<file path="config.mk">
export PLATFORM = sky130hd
export DESIGN_NAME = scc_ctrl
export DESIGN_NICKNAME = d
export VERILOG_FILES = /design/src/hw/rtl/scc_pkg.sv /design/src/hw/rtl/scc_ctrl.sv
export SDC_FILE = /design/constraint.sdc
export NUM_CORES = 1
export LEC_CHECK = 0
export BUFFER_PORTS_ARGS = -buffer_cell sky130_fd_sc_hd__buf_2
export CORE_AREA = 2 2 39 41
export CTS_CLUSTER_SIZE = 30
export DETAILED_ROUTE_END_ITERATION = 6
export DIE_AREA = 0 0 41 43
export MAX_ROUTING_LAYER = met4
export PLACE_DENSITY = 0.75
export SLEW_MARGIN = 20
export SYNTH_ARGS = -nofsm -noshare
export SYNTH_HDL_FRONTEND = slang
export SYNTH_SLANG_ARGS = --single-unit
</file>
<file path="constraint.sdc">
create_clock -name clk -period 1.57 [get_ports clk]
set_input_delay 0.157 -clock clk [delete_from_list [all_inputs] [get_ports clk]]
set_output_delay 0.157 -clock clk [all_outputs]
set_load 0.02 [all_outputs]
</file>
<file path="src/hw/rtl/scc_pkg.sv">
// Shared types, codes and control structs for the SCC engine.
`default_nettype none
package scc_pkg;

  localparam int VW = 7;

  localparam logic [1:0] MODE_ADD   = 2'd0;
  localparam logic [1:0] MODE_SOLVE = 2'd1;
  localparam logic [1:0] MODE_CLEAR = 2'd2;

  typedef struct packed {
    logic [1:0]    mode;
    logic [VW-1:0] edge_from;
    logic [VW-1:0] edge_to;
  } in_t;

  typedef struct packed {
    logic [VW-1:0] vertex;
    logic [VW-1:0] component;
    logic [VW-1:0] component_total;
    logic          edge_overflow;
    logic          last;
  } out_t;

  typedef enum logic [3:0] {
    ST_IDLE,
    ST_P1_ROOT,
    ST_SCAN_RD,
    ST_SCAN_CHK,
    ST_POP_LD,
    ST_P2_RD,
    ST_P2_CHK,
    ST_EMIT_RD,
    ST_EMIT_LD,
    ST_EMIT_OUT
  } state_t;

  typedef struct packed {
    logic add_edge;
    logic clear_graph;
    logic solve_init;
    logic next_root;
    logic start_walk;
    logic edge_rd;
    logic edge_chk;
    logic push;
    logic pop;
    logic stack_load;
    logic p2_init;
    logic p2_rd;
    logic emit_rd;
    logic emit_load;
    logic emit_adv;
  } cmd_t;

  typedef struct packed {
    logic [1:0] mode;
    logic       root_done;
    logic       root_visited;
    logic       scan_more;
    logic       scan_hit;
    logic       depth_full;
    logic       depth_last;
    logic       pass2;
    logic       p2_done;
    logic       p2_take;
    logic       emit_last;
  } sts_t;

endpackage
`default_nettype wire

</file>
<file path="src/hw/rtl/scc_ctrl.sv">
// Sequencer that drives edge loading, both walk passes and result output.
`default_nettype none
module scc_ctrl (
  input  wire                clk,
  input  wire                rst,
  input  wire                in_valid,
  output logic               in_ready,
  input  wire                out_ready,
  input  wire  scc_pkg::sts_t sts,
  output scc_pkg::cmd_t      cmd
);
  import scc_pkg::*;

  state_t state, state_next;

  always_ff @(posedge clk) begin
    if (rst) begin
      state <= ST_IDLE;
    end else begin
      state <= state_next;
    end
  end

  always_comb begin
    state_next = state;
    cmd        = '0;
    in_ready   = 1'b0;
    case (state)
      ST_IDLE: begin
        in_ready = 1'b1;
        if (in_valid) begin
          case (sts.mode)
            MODE_ADD:   cmd.add_edge = 1'b1;
            MODE_CLEAR: cmd.clear_graph = 1'b1;
            MODE_SOLVE: begin
              cmd.solve_init = 1'b1;
              state_next     = ST_P1_ROOT;
            end
            default: ;
          endcase
        end
      end
      ST_P1_ROOT: begin
        if (sts.root_done) begin
          cmd.p2_init = 1'b1;
          state_next  = ST_P2_RD;
        end else if (sts.root_visited) begin
          cmd.next_root = 1'b1;
        end else begin
          cmd.start_walk = 1'b1;
          state_next     = ST_SCAN_RD;
        end
      end
      ST_SCAN_RD: begin
        if (sts.scan_more) begin
          cmd.edge_rd = 1'b1;
          state_next  = ST_SCAN_CHK;
        end else begin
          cmd.pop = 1'b1;
          if (!sts.depth_last) begin
            state_next = ST_POP_LD;
          end else if (sts.pass2) begin
            state_next = ST_P2_RD;
          end else begin
            cmd.next_root = 1'b1;
            state_next    = ST_P1_ROOT;
          end
        end
      end
      ST_SCAN_CHK: begin
        cmd.edge_chk = 1'b1;
        // a hit with a full stack keeps scanning from the same vertex
        if (sts.scan_hit && !sts.depth_full) begin
          cmd.push = 1'b1;
        end
        state_next = ST_SCAN_RD;
      end
      ST_POP_LD: begin
        cmd.stack_load = 1'b1;
        state_next     = ST_SCAN_RD;
      end
      ST_P2_RD: begin
        if (sts.p2_done) begin
          state_next = ST_EMIT_RD;
        end else begin
          cmd.p2_rd  = 1'b1;
          state_next = ST_P2_CHK;
        end
      end
      ST_P2_CHK: begin
        if (sts.p2_take) begin
          cmd.start_walk = 1'b1;
          state_next     = ST_SCAN_RD;
        end else begin
          state_next = ST_P2_RD;
        end
      end
      ST_EMIT_RD: begin
        cmd.emit_rd = 1'b1;
        state_next  = ST_EMIT_LD;
      end
      ST_EMIT_LD: begin
        cmd.emit_load = 1'b1;
        state_next    = ST_EMIT_OUT;
      end
      ST_EMIT_OUT: begin
        if (out_ready) begin
          cmd.emit_adv = 1'b1;
          state_next   = sts.emit_last ? ST_IDLE : ST_EMIT_RD;
        end
      end
      default: state_next = ST_IDLE;
    endcase
  end
endmodule
`default_nettype wire

</file>
==> impl_summary.md, run 1 <==
Synthesis
Counting flops with a built-in enable in the synthesized netlist gives 0. In the synthesized netlist the dominant register cell turns out to be sky130_fd_sc_hd__dfxtp_1. For this run, the number of Yosys warnings is 0. In the synthesized netlist, the cells that appear most often are sky130_fd_sc_hd__nor2_1, sky130_fd_sc_hd__nor3_1, sky130_fd_sc_hd__nand2b_1, sky130_fd_sc_hd__dfxtp_1. The area share of the largest cell type after synthesis is between 15 and 20%. Dividing the synthesized area by the synthesized cell count gives 7.79 sq um. Yosys mapped the design onto 34 distinct sky130hd cell types. Sequential elements use roughly 16% of the synthesized area. The gate count of the mapped netlist is 66. The synthesized netlist net count is 82. The share of flip-flops with an asynchronous set or reset after synthesis is 0%. In the post-synthesis netlist, the biggest area contributors are sky130_fd_sc_hd__dfxtp_1, sky130_fd_sc_hd__nand2b_1, sky130_fd_sc_hd__nor3_1. The synthesized area is 514 sq um. The number of flip-flops and latches in the synthesized netlist is 4. The library cell with the largest summed area after synthesis is sky130_fd_sc_hd__dfxtp_1.

Job
The max-cap check violation count is 0.

Power and ir drop
IR analysis of the VDD net gives a maximum drop of a little under 500 uV. Power spread over the standard cell area amounts to between 700 and 800 nW/um^2. For this design the static power due to leakage is between 0.4 and 0.5 nW.

Placement
The routability congestion estimate from global placement is ~0.85. After legalization and detailed placement, the total HPWL measured approximately 1.2 mm. Buffers placed on the I/O ports in this run total 31. Counting tap cells, the placed design contains a total of between 100 and 150 instances. The worst setup slack after placement is between 0.03 and 0.04 ns.

Timing
Setup violations remaining at the end of the flow were counted as 1. The measured slew at the worst slew-check pin is between 0.2 and 0.3 ns. The worst-case headroom to the max-slew limit is ~80%. The total count of max-transition violations in the final report came to 0.

The clock arrives with roughly 0.0035 ns of skew. The final count of hold timing violations is 0. The final critical-path share of the clock period is 103%. For this run, the top clock speed supported by timing is a little over 0.6 GHz. The time the worst path needs with I/O delays and setup is approximately 1.6 ns.

On the final layout, the worst hold slack is between 0.1 and 0.15 ns. The final worst-path setup slack is -0.0448 ns. Setup repair after global routing could not meet its margin everywhere.

Setup total negative slack on the finished layout was measured at -0.0448 ns.

Setup path
The critical path goes through nand2b_4 > or4_4 > o21ai_2 > buf_6. STA classifies the critical path startpoint as a flop. In this run the critical register-to-register path is captured at state[1]. The worst setup path is captured at an output port. The worst register-to-register path begins at state[2]. The biggest fanout along the worst timing path is 5.

The largest individual stage delay along the critical path comes from the cell sky130_fd_sc_hd__or4_4. The maximum cell stage delay along the critical path is between 0.4 and 0.5 ns. The slack of the worst reg-to-reg path is 0.01 ns. The cell count of the worst reg-to-reg path is 6.

In this design, the largest share of critical-path delay is due to simple AND/OR/NAND/NOR gates. The data required time of the critical path is 1.41 ns. The signal arrival time at the worst endpoint is between 1 and 1.5 ns. The class of the most critical setup path is flop to output port. Together, buffers and inverters on the worst path number 1.

Clocking
The root buffer selected by CTS is sky130_fd_sc_hd__clkbuf_4. The number of buffers created by CTS is 3. The clock transition at the registers of the reported paths is roughly 0.040 ns. The number of buffers between clock root and the deepest sink is 2. The number of buffers inserted by hold repair at cts is 0. The CTS tree is done.

The later pin in the worst-skew pair is clocked with a latency of around 0.24 ns. In this run the number of H-tree levels came out at 1. The CTS sink count is 4.

Routing
The final route contains 698 vias. The number of iterations in the first detailed-routing pass is 4. The via density per instance is about 5.6. The remaining number of nets flagged by the antenna check after routing is 0. After detailed routing, the average wire length per cell comes to about 14 um. The routed wire length is 1.77 mm.

After the first detailed-routing iteration, the DRC count stood at 16. After detailed routing, the number of remaining DRC violations is 0.

GRT
The global-route wire length before repair is 2.30 mm. Global routing finished with a remaining overflow of 0. The global-route total usage across every layer is a little under a fifth. Entering global routing, the biggest net connects 10 pins. The initial antenna violation count is 0. The number of global-route vias before repair is about 600.

Floorplan
The floorplan step defined a core boundary enclosing 1380 sq um. Once the floorplan was initialized, standard cells occupied between 30 and 40% of the core. The die is ~43 um tall. The number of ports placed on the die boundary is 32.

The die extent in x is approximately 40 um. The initialized floorplan defines 14 standard-cell rows. The die covers between 1500 and 2000 sq um.

Outcome
The flow ran to the end, but the final reports show violations. The checks that failed: setup timing.

Cells and area
Ranked by flip-flop count, first place goes to state. The final layout contains 126 nets. Counting the fill cells in the layout gives between 100 and 150. In the final layout, the registers with the most flip-flops are state x4.

Of the cells placed in the final design, the portion with a size suffix greater than 1 is a little under 60%. The repair_antennas step left the layout with diodes totalling 0. The register with the most flip-flops in the layout has 4 of them. The relative area change from synthesis to final layout is 71.8%. Leaving out filler cells and counting taps, the final layout contains about 120.

Worst hold path
The worst hold path passes through 2 cells. For hold timing, the worst endpoint is state[3]. The class of the tightest hold or removal check is input pin to flop. The startpoint identified for the worst hold timing path is rst.
layer usage:
layer / up-vias / share of wire [%] / GRT usage [%]
met1: 332 / 43 / 21.2
li1: 338 / - / -
met4: 0 / 0 / 2.00
met5: - / 0 / -
met2: 28 / 51 / 32.8
met3: 0 / 5.6 / 6.28
what timing repair did:
item,4_1_cts,5_1_grt
endpoints found under the setup margin,11,12
pin swaps,3,2
buffers inserted,5,1
resized for setup,13,15
logic make-up (layout without fill, tap and decap cells):
kind of cell | after synthesis | after routing | synth area share [%]
buffers and inverters | 6 | 48 | 7.30
muxes | 1 | 1 | 1.95
DFF | 4 | 4 | 15.6
and+or+nand+nor | 39 | 39 | 51.6
AOI/OAI and AO/OA | 16 | 16 | 23.6
power breakdown:
group          switching, W  internal (W)
logic              0.000202      0.000201
registers         0.0000239      0.000119
clock network     0.0000429     0.0000856
total              0.000269      0.000406
worst reg2reg max path, stage by stage, from the launching register on:
cell and delay [ns]:
sky130_fd_sc_hd__dfxtp_2 0.35, sky130_fd_sc_hd__buf_6 0.15, sky130_fd_sc_hd__nor4b_4 0.28, sky130_fd_sc_hd__nand3b_1 0.18, sky130_fd_sc_hd__buf_4 0.17, sky130_fd_sc_hd__o311a_1 0.16, sky130_fd_sc_hd__o311a_1 0.15
layout make-up:
type,instances,area [sq um],share of cell area (%)
clock buffers,3,22.5,2.55
inverters,2,8.76,0.992
multi-input cells,56,454,51.4
flip-flops and latches,4,92.6,10.5
well taps,16,20.0,2.27
repair buffers,43,285,32.3
cells in the final DEF, fill, tap and decap left out, types with 2 or more instances in the layout:
master / instances
sky130_fd_sc_hd__a211oi_1: 3
sky130_fd_sc_hd__a22o_1: 2
sky130_fd_sc_hd__and2_1: 2
sky130_fd_sc_hd__and3b_1: 2
sky130_fd_sc_hd__and4bb_1: 2
sky130_fd_sc_hd__buf_2: 24
sky130_fd_sc_hd__buf_4: 13
sky130_fd_sc_hd__buf_6: 6
sky130_fd_sc_hd__clkbuf_4: 3
sky130_fd_sc_hd__dfxtp_4: 3
sky130_fd_sc_hd__nand2_1: 2
sky130_fd_sc_hd__nand2b_1: 6
sky130_fd_sc_hd__nor2_1: 6
sky130_fd_sc_hd__nor3_1: 3
sky130_fd_sc_hd__nor3_2: 4
sky130_fd_sc_hd__o21ai_1: 2
sky130_fd_sc_hd__o311a_1: 3
through the flow:
stage	util [%]	power (W)	cell area, sq um
floorplan	-	0.000371	533
global placement	52.4	0.000462	724
detailed placement	52.4	0.000470	724
CTS	59.3	0.000660	821
global route	63.8	0.000720	883
finish	63.8	0.000674	883
worst max-delay path by stage:
stage                        start  endpoint  slack, ns  depth (start not counted)
final                     state[0]   cmd[11]      -0.04                          4
after CTS                 state[0]   cmd[11]      -0.04                          4
after global routing      state[0]   cmd[11]      -0.10                          4
after detailed placement  state[3]  state[0]       0.04                          4
after floorplan           state[1]    cmd[7]       0.03                          4
after global placement    state[3]  state[1]       0.09                          3
No activity file was read; power rests on OpenSTA's default activity.
==> run 2: changes to the inputs <==
- BUFFER_PORTS_ARGS: -buffer_cell sky130_fd_sc_hd__buf_2 -> unset
- DONT_BUFFER_PORTS: unset -> 1
- PLACE_DENSITY: 0.75 -> 0.55
==> impl_summary.md, run 2 (synthesis gave the netlist of run 1 again) <==
Routing
The number of remaining DRC errors is 0 (unchanged). The routed wire length per instance came to 14.6 um (was 14.2 um). The total via count in the routed design was 608 (was 698).

The routed wire length was 1.61 mm (was 1.77 mm). The remaining number of nets flagged by the antenna check after routing is 0 (unchanged). The detailed router's first-iteration violation count is 9 (was 16).

The number of iterations in the first detailed-routing pass was 4 (unchanged). The via density per instance is 5.53 (was 5.63).

Floorplan
The number of ports placed on the die boundary is 32 (unchanged). The floorplan core area is 1380 sq um (unchanged). The height of the chip is 43 um (unchanged). The die area came to 1760 sq um (unchanged).

The number of placement rows is 14 (unchanged). The starting density of the core is 37.2% (unchanged). The die extent in x is 41 um (unchanged).

Job
The max-cap check violation count is 0 (unchanged).

Clocking
The CTS tree is done (unchanged). The clock latency on the worst-skew pair is 0.24 ns (about the same). The clock transition at the registers of the reported paths is 0.05 ns (was 0.04 ns). The number of H-tree levels is 1 (unchanged). The number of buffers created by CTS was 3 (unchanged). The number of buffers between clock root and the deepest sink came to 2 (unchanged). The root buffer selected by CTS is sky130_fd_sc_hd__clkbuf_4 (unchanged). The CTS sink count is 4 (unchanged).

GRT
The global-route total usage across every layer is 17.3% (was 19.1%). The number of global-route vias before repair is 509 (was 591). The initial antenna violation count is 0 (unchanged). The global-route wire length before repair is 2.07 mm (was 2.30 mm).

The total congestion overflow is 0 (unchanged). The maximum number of pins on one net before global-route repair is 15 (was 10).

Timing
The worst-case headroom to the max-slew limit is 75.7% (was 79.9%). The time the worst path needs with I/O delays and setup came to 1.59 ns (was 1.61 ns). The measured slew at the worst slew-check pin was 0.362 ns (was 0.299 ns). The maximum clock frequency was 0.629 GHz (was 0.619 GHz). The setup TNS after final layout was -0.0232 ns (was -0.0448 ns). The total count of max-transition violations in the final report came to 0 (unchanged). Setup repair after global routing missed its margin: yes (unchanged).

The final count of hold timing violations came to 0 (unchanged). The final worst-path setup slack is -0.0209 ns (was -0.0448 ns). The smallest hold slack is 0.0953 ns (was 0.100 ns). The post-route clock skew is 0.00994 ns (was 0.00346 ns).

The total setup violations reported at the end of the flow is 2 (was 1). The final critical-path share of the clock period was 101% (was 103%).

Placement
The HPWL after detailed placement is 1.11 mm (was 1.19 mm). The routability congestion estimate from global placement is 0.850 (was 0.845). The number of I/O port buffers came to 0 (was 31).

Cells and area
The number of nets at the end of the flow came to 112 (was 126). The relative area change from synthesis to final layout is 61.6% (was 71.8%). The most common cell after layout, fill and taps aside is sky130_fd_sc_hd__buf_4 (was sky130_fd_sc_hd__buf_2).

The most flop-heavy register is state (unchanged). The flip-flop count of the largest register, all copies and words added is 4 (unchanged). Most used cells in the layout excluding fill and tap cells: sky130_fd_sc_hd__buf_4, sky130_fd_sc_hd__nor2_1, sky130_fd_sc_hd__nand2b_1, sky130_fd_sc_hd__nor3_1 (was sky130_fd_sc_hd__buf_2, sky130_fd_sc_hd__buf_4, sky130_fd_sc_hd__nand2b_1, sky130_fd_sc_hd__nor2_1, sky130_fd_sc_hd__buf_6).

The number of filler cells placed in the layout is 123 (was 114). Leading registers by flop count: state x4 (unchanged). The diode insertion count for antenna repair came to 0 (unchanged). The share of layout cells above drive strength 1 is 53.2% (was 58.3%).

Setup path
The startpoint class of the critical path is a flop (unchanged). The biggest fanout along the worst timing path is 12 (was 5). The maximum cell stage delay along the critical path was 0.56 ns (was 0.44 ns). The data required time of the critical path is 1.41 ns (about the same). Cells along the critical path: or4_4 > o21ai_2 > buf_6 (was nand2b_4 > or4_4 > o21ai_2 > buf_6). The class of the most critical setup path is flop to output port (unchanged). The cell at the slowest stage of the critical path is sky130_fd_sc_hd__or4_4 (unchanged). The signal arrival time at the worst endpoint is 1.43 ns (was 1.46 ns).

The kind of end point of the critical path is an output port (unchanged).

Power and ir drop
The leakage power was 0.398 nW (was 0.460 nW). The total power divided by cell area was 829 nW/um^2 (was 763 nW/um^2). The largest voltage drop on the vdd net came to 486 uV (was 483 uV).

Worst hold path
The class of the tightest hold or removal check is input pin to flop (unchanged).

Outcome
Run status: complete, but fails checks (unchanged). Failing checks: setup timing (unchanged).
## run 2: cell count changes in the layout (fill, tap and decap cells not counted), sizes merged
cell / change
clkbuf: +1
dlygate4sd3: +1
buf: -16
## run 2: area by class of cell
type / count / area [sq um] / area share [%]
multi-input combinational: 56 / 452 / 54.4
timing repair buffer: 29 / 233 / 28.0
sequential: 4 / 95.1 / 11.4
clock buffer: 3 / 22.5 / 2.71
tap: 16 / 20.0 / 2.41
inverter: 2 / 8.76 / 1.05
## run 2: final timing paths
path,from,end,slack [ns],cells past startpoint
worst max-delay path,state[3],cmd[11],-0.02,3
worst min register to register,state[0],state[0],0.65,3
worst min-delay path,rst,state[0],0.1,2
worst max register to register,state[1],state[0],0.08,5
## run 2: report_power, final
group	switching [W]	total [W]	internal, W	leakage (nW)
registers	0.0000236	0.000142	0.000118	0.0355
logic	0.000191	0.000414	0.000223	0.349
clock network	0.0000472	0.000133	0.0000859	0.0138
## run 2: repair_timing
item | 4_1_cts | 5_1_grt
endpoints found under the setup margin | 13 | 9
pin swaps | 3 | 3
gates resized for setup | 13 | 10
endpoints found under the hold margin | 1 | 0
setup buffers | 1 | 5
hold buffers | 1 | 0
## run 2: stage by stage
step	cells	cell area, sq um	setup slack [ns]	util [%]	total power (W)
2_1_floorplan	66	533	0.0300	-	0.000371
3_3_place_gp	100	689	0.0159	49.8	0.000484
3_5_place_dp	100	689	-0.0489	49.8	0.000488
4_1_cts	105	758	-0.0420	54.8	0.000652
5_1_grt	110	831	-0.121	60.0	0.000728
6_report	110	831	-0.0209	60.0	0.000689
## run 2: critical path: cells and delay by family, from the launching register on
kind,cells,cell delay [ns]
AO/OA/AOI/OAI,1,0.14
buffers and inverters,1,0.13
flip-flops,1,0.38
AND/OR/NAND/NOR,1,0.56
## run 2: metal layers
metal | part of all wire, % | track usage [%] | wire length (um) | vias up
li1 | - | - | - | 308
met1 | 42 | 21.0 | 672 | 282
met2 | 53 | 27.5 | 858 | 18
met3 | 4.9 | 4.71 | 79 | 0
met4 | 0 | 4.00 | 0 | 0
met5 | 0 | - | 0 | -
==> run 3: changes to the inputs <==
- CELL_PAD_IN_SITES_DETAIL_PLACEMENT: unset -> 0
- CELL_PAD_IN_SITES_GLOBAL_PLACEMENT: unset -> 1
- CORE_AREA: 2 2 39 41 -> unset
- CORE_MARGIN: unset -> 2
- CORE_UTILIZATION: unset -> 39
- CTS_CLUSTER_SIZE: 30 -> 24
- DIE_AREA: 0 0 41 43 -> unset
- PLACE_DENSITY: 0.55 -> 0.75
==> impl_summary.md, run 3 (synthesis gave the netlist of run 1 again) <==
Cells and area
The flip-flop count of the largest register, all copies and words added was 4 (unchanged). The filler-free cell count of the finished design came to 109 (was 110). The most common cell after layout, fill and taps aside was sky130_fd_sc_hd__buf_4 (unchanged). The relative area change from synthesis to final layout came to 57.9% (was 61.6%). Most used cells in the layout excluding fill and tap cells: sky130_fd_sc_hd__buf_4, sky130_fd_sc_hd__nand2b_1, sky130_fd_sc_hd__nor2_1, sky130_fd_sc_hd__nor3_1 (was sky130_fd_sc_hd__buf_4, sky130_fd_sc_hd__nor2_1, sky130_fd_sc_hd__nand2b_1, sky130_fd_sc_hd__nor3_1). The diode insertion count for antenna repair is 0 (unchanged). The share of layout cells above drive strength 1 was 50.0% (was 53.2%). The most flop-heavy register is state (unchanged). The number of nets at the end of the flow is 112 (unchanged).

Leading registers by flop count: state x4 (unchanged). The final core utilization is 64.0% (was 60.0%).

Clocking
The number of H-tree levels came to 1 (unchanged). The clock transition at the registers of the reported paths is 0.04 ns (was 0.05 ns). The CTS tree is done (unchanged). The root buffer selected by CTS is sky130_fd_sc_hd__clkbuf_4 (unchanged). The CTS sink count is 4 (unchanged). The clock latency on the worst-skew pair is 0.23 ns (was 0.24 ns). The number of buffers between clock root and the deepest sink came to 2 (unchanged). The number of buffers created by CTS is 3 (unchanged).

Power and ir drop
The power share of the clock group came to 19.4% (was 19.3%). The relative contribution of combinational cells to total power is 58.6% (was 60.1%). The net switching share of the total power was 38.8% (was 38.0%).

The total power divided by cell area is 800 nW/um^2 (was 829 nW/um^2). The switching power is 0.000252 W (was 0.000262 W). The sequential share of power was 22.0% (was 20.6%). The internal power is 0.000397 W (was 0.000427 W). The largest voltage drop on the vdd net is 616 uV (was 486 uV). The leakage power is 0.398 nW (about the same). The total power draw is 0.000649 W (was 0.000689 W).

Timing
The measured slew at the worst slew-check pin came to 0.409 ns (was 0.362 ns). The final critical-path share of the clock period was 101% (about the same). The final worst-path setup slack was -0.0132 ns (was -0.0209 ns).

The total setup violations reported at the end of the flow is 1 (was 2). The maximum clock frequency was 0.632 GHz (was 0.629 GHz). The final count of hold timing violations is 0 (unchanged). The worst-case headroom to the max-slew limit is 72.6% (was 75.7%). The post-route clock skew was 0.00215 ns (was 0.00994 ns). The time the worst path needs with I/O delays and setup came to 1.58 ns (was 1.59 ns). Setup repair after global routing missed its margin: yes (unchanged). The setup TNS after final layout is -0.0132 ns (was -0.0232 ns). The total count of max-transition violations in the final report is 0 (unchanged).

GRT
The maximum number of pins on one net before global-route repair is 15 (unchanged). The global-route total usage across every layer is 18.8% (was 17.3%). The initial antenna violation count was 0 (unchanged).

The global-route wire length before repair is 1.90 mm (was 2.07 mm). The number of global-route vias before repair came to 446 (was 509). The total congestion overflow is 0 (unchanged).

Job
The max-cap check violation count is 0 (unchanged).

Placement
The routability congestion estimate from global placement is 0.836 (was 0.850). The total placed cells including tap cells is 96 (was 100). The HPWL after detailed placement came to 1.01 mm (was 1.11 mm).

The number of I/O port buffers is 0 (unchanged).

Routing
The detailed router's first-iteration violation count is 27 (was 9). The number of iterations in the first detailed-routing pass is 4 (unchanged). The routed wire length per instance was 15.1 um (was 14.6 um). The remaining number of nets flagged by the antenna check after routing is 0 (unchanged).

The via density per instance came to 5.78 (was 5.53). The number of remaining DRC errors is 0 (unchanged). The total via count in the routed design was 630 (was 608).

The routed wire length is 1.65 mm (was 1.61 mm).

Floorplan
The height of the chip is 40.3 um (was 43 um). The die area is 1620 sq um (was 1760 sq um). The floorplan core area is 1270 sq um (was 1380 sq um).

The number of ports placed on the die boundary is 32 (unchanged). The starting density of the core is 40.5% (was 37.2%). The die extent in x came to 40.3 um (was 41 um). The number of placement rows is 13 (was 14).

Setup path
The maximum cell stage delay along the critical path was 0.43 ns (was 0.56 ns). The class of the most critical setup path is flop to output port (unchanged). The data required time of the critical path is 1.41 ns (about the same). The signal arrival time at the worst endpoint is 1.43 ns (about the same). The startpoint class of the critical path was a flop (unchanged). The biggest fanout along the worst timing path is 5 (was 12).

Cells along the critical path: nand2b_4 > or4_4 > o21ai_2 > buf_4 (was or4_4 > o21ai_2 > buf_6). The kind of end point of the critical path is an output port (unchanged). The cell at the slowest stage of the critical path was sky130_fd_sc_hd__or4_4 (unchanged).

Outcome
Run status: complete, but fails checks (unchanged). Failing checks: setup timing (unchanged).

Worst hold path
The class of the tightest hold or removal check is input pin to flop (unchanged).
==> run 3: final cells by class <==
cell class	instances	area, sq um
clock buffer	3	22.5
fill	113	457
inverter	2	8.76
multi-input combinational	56	438
sequential	4	92.6
tap	15	18.8
timing repair buffer	29	231
==> run 3: stage by stage <==
step | hold slack (ns) | instance area (sq um) | setup WS [ns]
after floorplan | 0.229 | 533 | 0.0300
after global placement | 0.239 | 666 | 0.0647
after detailed placement | 0.240 | 666 | 0.0652
after CTS | 0.108 | 757 | -0.0422
after global routing | 0.121 | 812 | -0.0975
final | 0.113 | 812 | -0.0132
==> run 3: repair_timing <==
action,4_1_cts,5_1_grt
endpoints found under the setup margin,10,7
pin swaps,2,2
hold buffers,1,0
hold endpoints to repair,1,0
setup buffers,5,5
resized for setup,9,9
==> run 3: worst paths after layout <==
path / slack, ns / cells past startpoint / to / startpoint
hold reg to reg: 0.68 / 3 / state[0] / state[0]
setup reg to reg: 0 / 5 / state[1] / state[3]
setup / recovery: -0.01 / 4 / cmd[11] / state[0]
hold / removal: 0.11 / 2 / state[0] / rst
==> run 3: power by group through the flow <==
stage / Combinational, W / Clock [W] / Sequential [W]
after CTS: 0.000361 / 0.000133 / 0.000141
final: 0.000381 / 0.000126 / 0.000143
after global routing: 0.000407 / 0.000143 / 0.000145
after detailed placement: 0.000314 / 0 / 0.000144
after floorplan: 0.000238 / 0 / 0.000133
after global placement: 0.000312 / 0 / 0.000146
==> run 3: critical path: cells and delay by family (launching register included) <==
kind / cells / cell delay [ns]
buf+inv: 1 / 0.15
flops: 1 / 0.35
compound gates: 1 / 0.12
simple gates: 2 / 0.57
==> run 3: per-layer routing <==
layer | part of all wire, % | vias to the layer above | track usage, %
li1 | - | 313 | -
met1 | 39 | 290 | 22.5
met2 | 53 | 23 | 28.2
met3 | 6.5 | 4 | 3.89
met4 | 1.0 | 0 | 12.5
met5 | 0 | - | -
